==> config.mk <==
export PLATFORM = sky130hd
export DESIGN_NAME = tvg_front
export DESIGN_NICKNAME = d
export VERILOG_FILES = /design/src/hdl/torus_vertex_generator_defines.svh /design/src/hdl/tvg_pkg.sv /design/src/hdl/tvg_front.sv
export SDC_FILE = /design/constraint.sdc
export NUM_CORES = 1
export LEC_CHECK = 0
export ABC_AREA = 1
export BUFFER_PORTS_ARGS = -buffer_cell sky130_fd_sc_hd__buf_2
export CAP_MARGIN = 20
export CORE_MARGIN = 1
export CORE_UTILIZATION = 25
export CTS_BUF_LIST = sky130_fd_sc_hd__clkbuf_4
export DETAILED_ROUTE_END_ITERATION = 7
export GPL_ROUTABILITY_DRIVEN = 0
export GPL_TIMING_DRIVEN = 1
export PLACE_DENSITY = 0.62
export SETUP_SLACK_MARGIN = 0.3
export SYNTH_ARGS = -nofsm -noshare
export SYNTH_HDL_FRONTEND = slang
export SYNTH_SLANG_ARGS = --single-unit
==> constraint.sdc <==
create_clock -name clk -period 1.96 [get_ports clk]
set_input_delay 0.196 -clock clk [delete_from_list [all_inputs] [get_ports clk]]
set_output_delay 0.196 -clock clk [all_outputs]
set_load 0.01 [all_outputs]
==> src/hdl/torus_vertex_generator_defines.svh <==
// Assertion macros shared by the torus vertex generator RTL.
// No dependencies; files that check their own logic include this header.
`ifndef TORUS_VERTEX_GENERATOR_DEFINES_SVH
`define TORUS_VERTEX_GENERATOR_DEFINES_SVH
`ifndef SYNTHESIS
// Same-cycle implication, checked on every rising edge outside reset.
`define TVG_ASSERT_IMPL(label, clk, rst_n, ante, cons) \
	label: assert property (@(posedge clk) disable iff (!rst_n) (ante) |-> (cons)) \
		else $error("same-cycle implication violated");
// Next-cycle implication, checked on every rising edge outside reset.
`define TVG_ASSERT_NEXT(label, clk, rst_n, ante, cons) \
	label: assert property (@(posedge clk) disable iff (!rst_n) (ante) |=> (cons)) \
		else $error("next-cycle implication violated");
`else
`define TVG_ASSERT_IMPL(label, clk, rst_n, ante, cons)
`define TVG_ASSERT_NEXT(label, clk, rst_n, ante, cons)
`endif
`endif

==> src/hdl/tvg_pkg.sv <==
// Shared widths, register codes, latencies and the request type of the torus vertex generator.
// No dependencies; every other RTL file imports this package.
`default_nettype none
package tvg_pkg;

	// Field widths.
	localparam int IDX_W      = 11;
	localparam int FRAC_W     = 16;
	localparam int TEX_W      = 17;
	localparam int RAD_W      = 16;
	localparam int POS_W      = 25;
	localparam int NRM_W      = 16;
	localparam int CFG_IDX_W  = 2;
	localparam int CFG_DATA_W = 16;

	// Configuration register codes and reset values.
	localparam logic [CFG_IDX_W-1:0] REG_INNER_RADIUS = 2'd0;
	localparam logic [CFG_IDX_W-1:0] REG_OUTER_RADIUS = 2'd1;
	localparam logic [CFG_IDX_W-1:0] REG_SIDE_COUNT   = 2'd2;
	localparam logic [CFG_IDX_W-1:0] REG_RING_COUNT   = 2'd3;
	localparam logic [RAD_W-1:0]     INNER_RESET      = 16'd256;
	localparam logic [RAD_W-1:0]     OUTER_RESET      = 16'd512;
	localparam int MAX_SEGMENTS_DEF     = 1024;
	localparam int DEFAULT_SEGMENTS_DEF = 30;

	// Divider geometry: the quotient of (index << 16) / count has 17 bits.
	localparam int QBITS   = TEX_W;
	localparam int DIV_W   = IDX_W + FRAC_W;
	localparam int DIV_LAT = QBITS + 1;
	localparam int SC_LAT  = 9;
	localparam int POS_LAT = 3;

	localparam int QUEUE_DEPTH = 4;

	// One classified grid point on its way from the front to the back.
	typedef struct packed {
		logic [IDX_W-1:0] ring_idx;
		logic [IDX_W-1:0] side_idx;
		logic             err;
	} vtx_req_t;

endpackage
`default_nettype wire

==> src/hdl/tvg_front.sv <==
// Input side: takes grid point transactions, range-checks them and hands them to the queue.
// Depends on tvg_pkg.
`default_nettype none
module tvg_front
	import tvg_pkg::*;
#(
	parameter int MAX_SEGMENTS = MAX_SEGMENTS_DEF
) (
	input  wire logic             clk,
	input  wire logic             arst_n,
	input  wire logic             in_valid,
	output logic                  in_stall,
	input  wire logic [IDX_W-1:0] ring_index,
	input  wire logic [IDX_W-1:0] side_index,
	input  wire logic [IDX_W-1:0] side_count,
	input  wire logic [IDX_W-1:0] ring_count,
	input  wire logic             queue_full,
	output logic                  push,
	output vtx_req_t              item
);

	logic     hold_q;
	vtx_req_t item_q;
	logic     accept;
	logic     bad_cfg;

	assign push     = hold_q && !queue_full;
	assign in_stall = hold_q && queue_full;
	assign accept   = in_valid && !in_stall;
	assign item     = item_q;

	// A count of zero or above the supported maximum rejects every point.
	assign bad_cfg = (side_count == '0) || (ring_count == '0) ||
		(int'(side_count) > MAX_SEGMENTS) || (int'(ring_count) > MAX_SEGMENTS);

	// Holding register occupancy.
	always_ff @(posedge clk or negedge arst_n) begin
		if (!arst_n) begin
			hold_q <= 1'b0;
		end else if (accept) begin
			hold_q <= 1'b1;
		end else if (push) begin
			hold_q <= 1'b0;
		end
	end

	// Capture and classify the transaction.
	always_ff @(posedge clk) begin
		if (accept) begin
			item_q.ring_idx <= ring_index;
			item_q.side_idx <= side_index;
			item_q.err      <= bad_cfg || (ring_index > ring_count) ||
				(side_index > side_count);
		end
	end

endmodule
`default_nettype wire

# Word-level counts from Yosys, hierarchy flattened
# Cells that the tools add are included.
# Widths: inputs -> output; s select.
[classes]
n_lt_le_gt_ge = 4
reduce_logical = 13
mux = 2
[op_table]
columns = ["op", "count"]
rows = [
  ["$gt 11x11->1", 2],
  ["$gt 11x11->1 const B", 2],
  ["$logic_not 11->1", 2],
  ["$logic_or 1x1->1", 5],
  ["$logic_and 1x1->1", 3],
  ["$logic_not 1->1", 2],
  ["$mux 1", 2],
  ["$reduce_bool 2->1", 1],
]
[totals]
elab_cells = 23
reg_bits = 24

# Logic depth before layout (Yosys ltp)
[logic_depth]
ltp_word = 6
mapped_depth = 10

# Worst setup path before layout
# OpenSTA, ideal clock, no wires.
[synth_timing]
kind = "register to register"
start = "reg hold_q"
end = "reg item_q, in the netlist item[0] (enable)"
setup_slack_ns = 0.063
arrival_ns = 1.494
period_less_slack_ns = 1.897
stages_incl_launch_ff = 4
path_buffers = 0
required_time_ns = 1.557
path_cell_list = "dfrtp_1 > nand2_1 > inv_1 > nor2_1"
[synth_between]
elab_chain_cells = 3
[synth_lines]
columns = ["element", "line", "text"]
rows = [
  ["start, declared", "tvg_front.sv:22", "logic hold_q;"],
  ["start signal, assigned", "tvg_front.sv:39", "hold_q <= 1'b0;"],
  ["start signal, assigned", "tvg_front.sv:41", "hold_q <= 1'b1;"],
  ["start signal, assigned", "tvg_front.sv:43", "hold_q <= 1'b0;"],
  ["$logic_and 1x1->1", "tvg_front.sv:28", "assign in_stall = hold_q && queue_full;"],
  ["net in_stall", "tvg_front.sv:12", "output logic in_stall,"],
  ["$logic_not 1->1", "tvg_front.sv:29", "assign accept = in_valid && !in_stall;"],
  ["$logic_and 1x1->1", "tvg_front.sv:29", ""],
  ["net accept", "tvg_front.sv:24", "logic accept;"],
  ["end, declared", "tvg_front.sv:23", "vtx_req_t item_q;"],
]
# The timed path passes the listed nets, and every way through them passes these cells.
# A chain may end at the register's enable or synchronous reset.

# Final worst setup path
[layout_timing]
start = "reg hold_q"
end = "reg item_q, in the netlist item[1] (enable)"
[layout_between]
elab_chain_cells = 3
[layout_lines]
columns = ["element", "line"]
rows = [
  ["$logic_and 1x1->1", "tvg_front.sv:28"],
  ["$logic_not 1->1", "tvg_front.sv:29"],
  ["$logic_and 1x1->1", "tvg_front.sv:29"],
  ["net accept", "tvg_front.sv:24"],
]
# The timed path passes the listed nets, and every way through them passes these cells.

==> flow_metrics.tcl <==
set metrics [dict create \
    grt_pass1_wl_mm 5.30 \
    ys_seq_elements 24 \
    numCtsBuffers 3 \
    hold_depth 1 \
    tritoncts "done" \
    slew_headroom_pct 78.5 \
    io-pin-count 73 \
    syn_nets 237 \
    cellPowerDensity_nw_per_um2 557 \
    finalSetupTns_ns 0 \
    ant_nets 0 \
    track_usage_pct 11.0 \
    place_hpwl_mm 2.72 \
    seq_area_frac_synth_pct 48.0 \
    yosysWarnings 0 \
    cts_root_buf "clkbuf_4" \
    synthTopCellsByArea "edfxtp_1 (46%), ha_1 (18%), nand2_1 (10%)" \
    end_kind "flip-flop" \
    cts.sinks 24 \
    first_pass_iters 4 \
    die_area_um2 6280 \
    drc 0 \
    cp-start-kind "flip-flop" \
    cpMaxStageDelayCell "dfrtp_1" \
    layout_common_cells "buf_2 (72), nand2_1 (40), inv_1 (39), edfxtp_1 (23), ha_1 (22)" \
    path_max_fanout 23 \
    path_class "reg -> reg" \
    r2r_end "item[1]" \
    syn_area_um2 1490 \
    grt_max_degree 24 \
    syn_inst 167 \
    die_h_um 79.2 \
    vias 1291 \
    nFillCells 589 \
    r2r_start "hold_q" \
    reg2reg_slack_ns 0.72 \
    max_freq_mhz 808 \
    drive_gt1_share_pct 33.1 \
    finalNetCount 316 \
    skew_ns 0.00332 \
    min_to "item[17]" \
    synth.avg_cell_area_um2 8.93 \
    drt-initial-drc-count 24 \
    start_util_pct 26.4 \
    min_from "ring_index[5]" \
    die_x_um 79.2 \
    finalSetupViolCount 0 \
    ys_types 15 \
    worstRegToRegCells 4 \
    ir_drop_mv 0.243 \
    clkTransAtPathRegs_ns 0.15 \
    p_leak_uw 0.00109 \
    via_per_inst 4.07 \
    layout_commonest_cell "buf_2" \
    arrival_ns 1.25 \
    rows 27 \
    path_cells "nand2_1, inv_1, nor2_2, buf_4" \
    area_delta_synth_final_pct 33.6 \
    synth_top_area_share_pct 46.3 \
    worst_hold_slack_ns 0.0573 \
    synth_area_leader_cell "edfxtp_1" \
    worstHoldPathType "in -> reg" \
    period_share_pct 63.1 \
    postCtsSetupRepairBufs 0 \
    status "finished clean" \
    antenna_cells 0 \
    period_minus_slack_ns 1.24 \
    antenna_found_initial 0 \
    wl_per_cell_um 10.3 \
    grt_pass1_vias 1213 \
    crit_required_ns 1.97 \
    finalHoldViolations 0 \
    drv_slew 0 \
    coreArea_um2 5640 \
    rsz0062_at_grt "false" \
    tightest_slew_ns 0.323 \
    clk_path_buf_depth 2 \
    clock_latency_ns 0.32 \
    cts_resized 0 \
    htree_levels 1 \
    max_cap_viol_count 0 \
    critPathMaxStageDelay_ns 0.40 \
    portBuffers 72 \
    totalWireLength_mm 3.26 \
    grt-ovfl-total 0 \
]
-- state kept, by name, summed over array words and instances, names as in the netlist --
| name | cells |
|---|---|
| item | 23 |
| hold_q | 1 |
-- synth_stat cells --
cell type,n
edfxtp_1,23
nor2_1,17
o21ai_1,1
o21bai_2,1
nand4_1,2
dfrtp_1,1
nor3_1,1
inv_1,39
nand3b_1,1
nand2_1,40
nor2_2,2
and3_1,1
a21oi_1,6
ha_1,22
nand3_1,10
-- stage by stage --
stage                     setup WS, ns  utilization (%)  cell area (um2)  power, uW  std cells
final                            0.723             35.3             1990       1110        317
after global placement           0.565             34.6             1950        857        312
after CTS                        0.713             35.3             1990       1130        317
after global routing             0.635             35.3             1990       1190        317
after floorplan                  0.440                -             1490        746        167
after detailed placement         0.544             34.6             1950        862        312
-- metal layers --
metal	wire length, um	vias up	part of all wire, %	GRT usage [%]
li1	-	696	-	-
met1	1550	560	47	13.8
met2	1500	33	46	18.7
met3	196	2	6.0	2.30
met4	21	0	0.64	3.27
met5	0	-	0	0
-- layout make-up --
class / count / area [um2] / area share [%]
Sequential cell: 24 / 716 / 35.9
Multi-Input combinational cell: 104 / 632 / 31.7
Timing Repair Buffer: 74 / 378 / 19.0
Inverter: 39 / 146 / 7.35
Tap cell: 72 / 90.1 / 4.52
Clock buffer: 4 / 30.0 / 1.51
-- worst max-delay path by stage --
stage                              start        to  slack (ns)  depth (start not counted)
after detailed placement  side_count[10]   item[0]        0.54                         11
after global placement    side_count[10]   item[0]        0.57                         11
final                             hold_q   item[1]        0.72                          4
after global routing              hold_q  item[20]        0.64                          4
after CTS                         hold_q  item[10]        0.71                          4
after floorplan                   hold_q   item[0]        0.44                          3
-- repair_timing --
action / 4_1_cts / 5_1_grt
setup endpoints to repair: 0 / 0
hold endpoints to repair: 1 / 0
hold buffers: 1 / 0
-- cells by family (layout without fill, tap and decap cells) --
| logic type | count (synthesis) | count (layout) | synth area share, % |
|---|---|---|---|
| buf+inv | 39 | 117 | 9.82 |
| fa+ha+maj | 22 | 22 | 18.5 |
| simple gates | 74 | 74 | 20.6 |
| flops | 24 | 24 | 48.0 |
| compound gates | 8 | 8 | 3.10 |
-- report_power, final --
| group | switching (uW) | internal, uW | total, uW |
|---|---|---|---|
| sequential | 5.95 | 595 | 601 |
| clock | 169 | 93.3 | 262 |
| combinational | 138 | 109 | 247 |
-- worst max-delay path: cells and delay by family (launching register included) --
| kind | cells | cell delay, ns |
|---|---|---|
| flip-flops | 1 | 0.40 |
| buffers and inverters | 2 | 0.37 |
| AND/OR/NAND/NOR | 2 | 0.15 |
Note: power is estimated with default switching activity, not from simulation.
