File: src/hdl/torus_vertex_generator_defines.svh
// Assertion macros shared by the torus vertex generator RTL.
// No dependencies; files that check their own logic include this header.
`ifndef TORUS_VERTEX_GENERATOR_DEFINES_SVH
`define TORUS_VERTEX_GENERATOR_DEFINES_SVH
`ifndef SYNTHESIS
// Same-cycle implication, checked on every rising edge outside reset.
`define TVG_ASSERT_IMPL(label, clk, rst_n, ante, cons) \
	label: assert property (@(posedge clk) disable iff (!rst_n) (ante) |-> (cons)) \
		else $error("same-cycle implication violated");
// Next-cycle implication, checked on every rising edge outside reset.
`define TVG_ASSERT_NEXT(label, clk, rst_n, ante, cons) \
	label: assert property (@(posedge clk) disable iff (!rst_n) (ante) |=> (cons)) \
		else $error("next-cycle implication violated");
`else
`define TVG_ASSERT_IMPL(label, clk, rst_n, ante, cons)
`define TVG_ASSERT_NEXT(label, clk, rst_n, ante, cons)
`endif
`endif

File: src/hdl/tvg_pkg.sv
// Shared widths, register codes, latencies and the request type of the torus vertex generator.
// No dependencies; every other RTL file imports this package.
`default_nettype none
package tvg_pkg;

	// Field widths.
	localparam int IDX_W      = 11;
	localparam int FRAC_W     = 16;
	localparam int TEX_W      = 17;
	localparam int RAD_W      = 16;
	localparam int POS_W      = 25;
	localparam int NRM_W      = 16;
	localparam int CFG_IDX_W  = 2;
	localparam int CFG_DATA_W = 16;

	// Configuration register codes and reset values.
	localparam logic [CFG_IDX_W-1:0] REG_INNER_RADIUS = 2'd0;
	localparam logic [CFG_IDX_W-1:0] REG_OUTER_RADIUS = 2'd1;
	localparam logic [CFG_IDX_W-1:0] REG_SIDE_COUNT   = 2'd2;
	localparam logic [CFG_IDX_W-1:0] REG_RING_COUNT   = 2'd3;
	localparam logic [RAD_W-1:0]     INNER_RESET      = 16'd256;
	localparam logic [RAD_W-1:0]     OUTER_RESET      = 16'd512;
	localparam int MAX_SEGMENTS_DEF     = 1024;
	localparam int DEFAULT_SEGMENTS_DEF = 30;

	// Divider geometry: the quotient of (index << 16) / count has 17 bits.
	localparam int QBITS   = TEX_W;
	localparam int DIV_W   = IDX_W + FRAC_W;
	localparam int DIV_LAT = QBITS + 1;
	localparam int SC_LAT  = 9;
	localparam int POS_LAT = 3;

	localparam int QUEUE_DEPTH = 4;

	// One classified grid point on its way from the front to the back.
	typedef struct packed {
		logic [IDX_W-1:0] ring_idx;
		logic [IDX_W-1:0] side_idx;
		logic             err;
	} vtx_req_t;

endpackage
`default_nettype wire

File: src/hdl/tvg_queue.sv
// Short request queue between the front and the back, so each side can stall on its own.
// Depends on tvg_pkg and the assertion macro header.
`default_nettype none
`include "torus_vertex_generator_defines.svh"
module tvg_queue
	import tvg_pkg::*;
(
	input  wire logic clk,
	input  wire logic arst_n,
	input  wire logic push,
	input  vtx_req_t  wr_item,
	output logic      full,
	input  wire logic pop,
	output logic      not_empty,
	output vtx_req_t  head
);

	localparam int PTR_W = $clog2(QUEUE_DEPTH);
	localparam int CNT_W = $clog2(QUEUE_DEPTH + 1);

	vtx_req_t         mem_q [QUEUE_DEPTH];
	logic [PTR_W-1:0] wr_ptr_q;
	logic [PTR_W-1:0] rd_ptr_q;
	logic [CNT_W-1:0] count_q;

	assign full      = (count_q == CNT_W'(QUEUE_DEPTH));
	assign not_empty = (count_q != '0);
	assign head      = mem_q[rd_ptr_q];

	// Pointer and occupancy bookkeeping.
	always_ff @(posedge clk or negedge arst_n) begin
		if (!arst_n) begin
			wr_ptr_q <= '0;
			rd_ptr_q <= '0;
			count_q  <= '0;
		end else begin
			if (push) begin
				wr_ptr_q <= (wr_ptr_q == PTR_W'(QUEUE_DEPTH - 1)) ? '0 : wr_ptr_q + 1'b1;
			end
			if (pop) begin
				rd_ptr_q <= (rd_ptr_q == PTR_W'(QUEUE_DEPTH - 1)) ? '0 : rd_ptr_q + 1'b1;
			end
			if (push && !pop) begin
				count_q <= count_q + 1'b1;
			end else if (pop && !push) begin
				count_q <= count_q - 1'b1;
			end
		end
	end

	// Storage.
	always_ff @(posedge clk) begin
		if (push) begin
			mem_q[wr_ptr_q] <= wr_item;
		end
	end

	`TVG_ASSERT_IMPL(a_no_push_when_full, clk, arst_n, push, !full)
	`TVG_ASSERT_IMPL(a_no_pop_when_empty, clk, arst_n, pop, not_empty)

endmodule
`default_nettype wire

File: config.mk
export PLATFORM = sky130hd
export DESIGN_NAME = tvg_queue
export DESIGN_NICKNAME = d
export VERILOG_FILES = /design/src/hdl/tvg_pkg.sv /design/src/hdl/tvg_queue.sv
export VERILOG_INCLUDE_DIRS = /design/src /design/src/hdl
export SDC_FILE = /design/constraint.sdc
export NUM_CORES = 1
export LEC_CHECK = 0
export BUFFER_PORTS_ARGS = -buffer_cell sky130_fd_sc_hd__buf_2
export CELL_PAD_IN_SITES_DETAIL_PLACEMENT = 1
export CELL_PAD_IN_SITES_GLOBAL_PLACEMENT = 1
export CORE_AREA = 2 2 85 119
export CTS_CLUSTER_SIZE = 8
export DETAILED_ROUTE_END_ITERATION = 8
export DIE_AREA = 0 0 87 121
export GPL_ROUTABILITY_DRIVEN = 0
export PLACE_DENSITY_LB_ADDON = 0.12
export SYNTH_ARGS = -nofsm -noshare
export SYNTH_HDL_FRONTEND = slang
export SYNTH_SLANG_ARGS = --single-unit
export TNS_END_PERCENT = 50
File: constraint.sdc
create_clock -name clk -period 1.7 [get_ports clk]
set_input_delay 0.34 -clock clk [delete_from_list [all_inputs] [get_ports clk]]
set_output_delay 0.34 -clock clk [all_outputs]
set_load 0.03 [all_outputs]
== Yosys cells after proc, flatten, opt, wreduce, memory -nomap -nowiden ==
Memories as Yosys holds them, arrays and structs flattened.
Index checks and enable logic that the tools add are counted.
Cells by class
  reduce and logical (&&, ||, !) cells: 6
  mux-type cells: 6
  equality and inequality tests: 3
  add/subtract/negate cells: 4
Operators with widths (count)
  two-way mux 3 bit: 2
  adder 2 x 1 -> 2 bit (second input constant): 2
  == test 2 bit (second input constant): 2
  two-way mux 2 bit: 2
  adder 3 x 1 -> 3 bit (second input constant): 1
  == test 3 bit (second input constant): 1
  nonzero test 3 bit: 1
  subtractor 3 x 1 -> 3 bit (second input constant): 1
  logical AND 1 bit: 2
  logical NOT 1 bit: 2
  two-way mux 1 bit: 2
  nonzero test 2 bit: 1
Storage, ports and cells
  memory bits (writable): 92
  memories: 1
  flip-flop bits (word level): 7
Memory list
  mem_q: words 4, bits a word 23, rd ports 1, clocked after Yosys merged registers in 0, write ports 1, line tvg_queue.sv:21  | vtx_req_t mem_q [QUEUE_DEPTH];

== Depth between registers and ports, before layout ==
  depth in word-level cells: 4
  depth in mapped cells: 7
  mapped depth without buffers: 7

== Least setup slack after synthesis ==
No wires, ideal clock.
  kind: register -> register
  start point: register wr_ptr_q[0]
  end point: memory mem_q[2][0] (netlist bit), enable pin
  required time: 1318 ps
  cell stages (with the launch flop): 4
  slack: 113 ps
  arrival: 1206 ps
  period minus slack after synthesis: 1587 ps
  library setup time: 382 ps
  cell sequence: dfrtp_1 inv_1 ha_1 and2_1
RTL lines
  start, declared: line tvg_queue.sv:22  | logic [PTR_W-1:0] wr_ptr_q;
  start signal, assigned: line tvg_queue.sv:38  | wr_ptr_q <= (wr_ptr_q == PTR_W'(QUEUE_DEPTH - 1)) ? '0 : wr_ptr_q + 1'b1;
  end, declared: line tvg_queue.sv:21
No word-level cell before the write port.

==> key figures <==
Route
  – Starting DRC count in detailed routing: 86
  – Drt drc: 0
  – Met2 WL: 3778 um
  – Drt wl/cell: 19.61 um
  – DR top layer: met5
  – Average vias per placed instance: 5.137
  – Drt pass-1 iters: 4
  – Vias: 1,762
  – Metal-1 WL: 2529 um
  – Routed Antenna Nets: 0
  – Met3 WL post-DR: 337 um
  – Final WL: 6726 um

Timing
  – Final Slew Violations: 0
  – Slew headroom: 86.86%
  – Fmax: 508.2 MHz
  – Min Tclk post-route: 1.968 ns
  – Setup TNS: -5.605 ns
  – Final hold violation count: 0
  – RSZ-0062 raised after global routing: yes
  – Final setup viols: 23
  – Final worst slack: -0.2679 ns
  – Setup Skew: 0.005335 ns
  – Final Cycle Share: 115.8%
  – Worst-Margin Slew: 0.1966 ns

Clock network
  – Clk slew on worst S/H paths: 0.07 ns
  – Clock tree buffer depth: 2
  – Htree depth: 3
  – Clock sinks: 99
  – Setup bufs post-CTS: 0
  – Worst skew pair latency: 0.34 ns
  – CTS Buf Count: 9
  – Root buffer selected by CTS: clkbuf_16
  – CTS tree: done

Critical path
  – Reg2Reg Setup Slack: 0.28 ns
  – CP Capture Type: output pin
  – Worst Path Arrival: 1.63 ns
  – WP data required: 1.36 ns
  – CP Cell Sequence: buf_4 > mux4_2 > buf_2
  – CP Class: reg -> out
  – Crit-path max FO: 5
  – Worst path slowest cell: mux4_2
  – CP peak stage delay: 0.51 ns
  – Crit start category: flop

Synthesis
  – Area leader, netlist: edfxtp_1
  – Mapped Area: 0.003776 mm^2
  – Seq cells post-synth: 99
  – Largest cells by area after synthesis: edfxtp_1, mux4_2, dfrtp_1, mux4_1, ha_1
  – Yosys warnings: 0
  – Sequential element share of the synthesized area: 77.80%
  – Area fraction of the dominant cell type after synthesis: 73.16%
  – Post-Syn Instances: 158
  – Post-Syn Nets: 192
  – Cell variety after synth: 21
  – Mean Syn Cell Area: 23.90 um^2

Placed design
  – I/O Buffers: 51
  – DP Wirelength: 4615 um
  – Dpl cell area: 0.004277 mm^2
  – Post-Place Cells: 326

Power
  – Pwr Density: 1761 mW/mm^2
  – Max VDD drop: 0.7541 mV
  – P_leak: 1.645 nW

Final layout
  – Most frequent cells in the layout: edfxtp_1, buf_2, mux4_2
  – Final instance area: 0.004632 mm^2
  – Most common cell after layout, fill and taps aside: edfxtp_1
  – Diode count: 0
  – Layout Utilization: 49.24%
  – Fillers: 857
  – Non-Filler Instances: 343
  – Layout Nets: 262
  – Share of post-route cells with drive strength above 1: 44.64%
  – Layout area overhead: 22.66%

Floorplanning
  – Site Rows: 42
  – Ports: 52
  – Die width: 87 um
  – Chip height: 121 um
  – Starting Density: 40.14%
  – Core Area: 0.009407 mm^2
  – Total die area: 0.01053 mm^2

Global routing
  – Overflow after GRT: 0
  – Largest net degree at the start of global routing: 23
  – Initial antenna violation count: 1
  – GRT Total Usage: 14.37%
  – Vias in the first global route: 2,078
  – First-pass GRT wire length: 10,840 um

Run status
  – Failing checks: negative setup slack
  – Status: complete, but fails checks

Run
  – Max cap viols: 0

Hold path
  – Class of the worst hold path: in -> reg
==> sequential cells by signal, indices dropped and copies added, names as in the netlist <==
signal	cells
wr_ptr_q	2
mem_q	92
rd_ptr_q	2
count_q	3
==> worst max-delay path, delay by kind of cell (launching register included) <==
| kind | cells | cell delay (ns) |
|---|---|---|
| flops | 1 | 0.40 |
| buf+inv | 2 | 0.37 |
| mux | 1 | 0.51 |
==> area by class of cell <==
type,instances,area (um^2),share of cell area [%]
clock buffers,10,229.0,4.943
inverters,4,15.01,0.3241
well taps,110,137.6,2.971
repair buffers,65,531.8,11.48
flip-flops and latches,99,2939,63.45
clock inverters,6,41.29,0.8914
multi-input cells,49,738.2,15.94
==> Yosys cell counts <==
library cell / count
edfxtp_1: 92
mux4_2: 18
dfrtp_1: 7
ha_1: 6
mux4_1: 5
and2_1: 4
inv_1: 4
buf_2: 3
buf_12: 2
mux2_2: 2
nand2_1: 2
nor2_1: 2
o21ai_0: 2
xor2_1: 2
a21o_1: 1
buf_6: 1
fa_1: 1
nor3_1: 1
nor3b_1: 1
or3_1: 1
xnor2_1: 1
==> cells by family (layout without fill, tap and decap cells) <==
kind of cell	count (synthesis)	after routing	share of synthesized area, %
DFF	99	99	77.80
muxes	25	25	14.81
and+or+nand+nor	11	11	1.557
buffers and inverters	10	85	2.154
adders and majority gates	7	7	2.518
AOI/OAI and AO/OA	3	3	0.4640
xor gates and xnor gates	3	3	0.6960
==> per-stage QoR <==
step / power, mW / hold slack [ns] / setup slack [ns]
after global placement: 6.022 / 0.1848 / 0.05802
after floorplan: 5.279 / 0.04441 / 0.1126
after global routing: 8.564 / 0.2083 / -0.3327
after CTS: 8.282 / 0.2065 / -0.3261
final: 8.156 / 0.2192 / -0.2679
after detailed placement: 6.155 / 0.1954 / 0.007475
==> final timing paths <==
check                             from      endpoint  depth (start not counted)
setup / recovery           rd_ptr_q[0]       head[6]                          3
hold / removal             wr_item[11]  mem_q[1][11]                          1
setup reg to reg           wr_ptr_q[0]   mem_q[2][9]                          4
hold reg to reg             count_q[2]    count_q[2]                          1
max in group asynchronous       arst_n   rd_ptr_q[0]                          2
min in group asynchronous       arst_n    count_q[1]                          2
==> power breakdown <==
group | leakage [nW] | switching (mW) | internal, mW
clock | 0.127 | 0.825 | 0.991
sequential | 0.927 | 0.163 | 3.14
combinational | 0.591 | 1.66 | 1.37
==> per-layer routing <==
layer	global-route usage, %	vias up
met2	25.24	45
li1	-	791
met5	0	-
met1	15.56	917
met3	4.286	7
met4	6.738	2
==> what timing repair did <==
| action | CTS | global route |
|---|---|---|
| hold endpoints to repair | 7 | 0 |
| endpoints found under the setup margin | 24 | 23 |
| resized for setup | 33 | 2 |
| hold buffers | 1 | 0 |
| pin swaps | 1 | 0 |
Power figures use the tool's default switching activity.
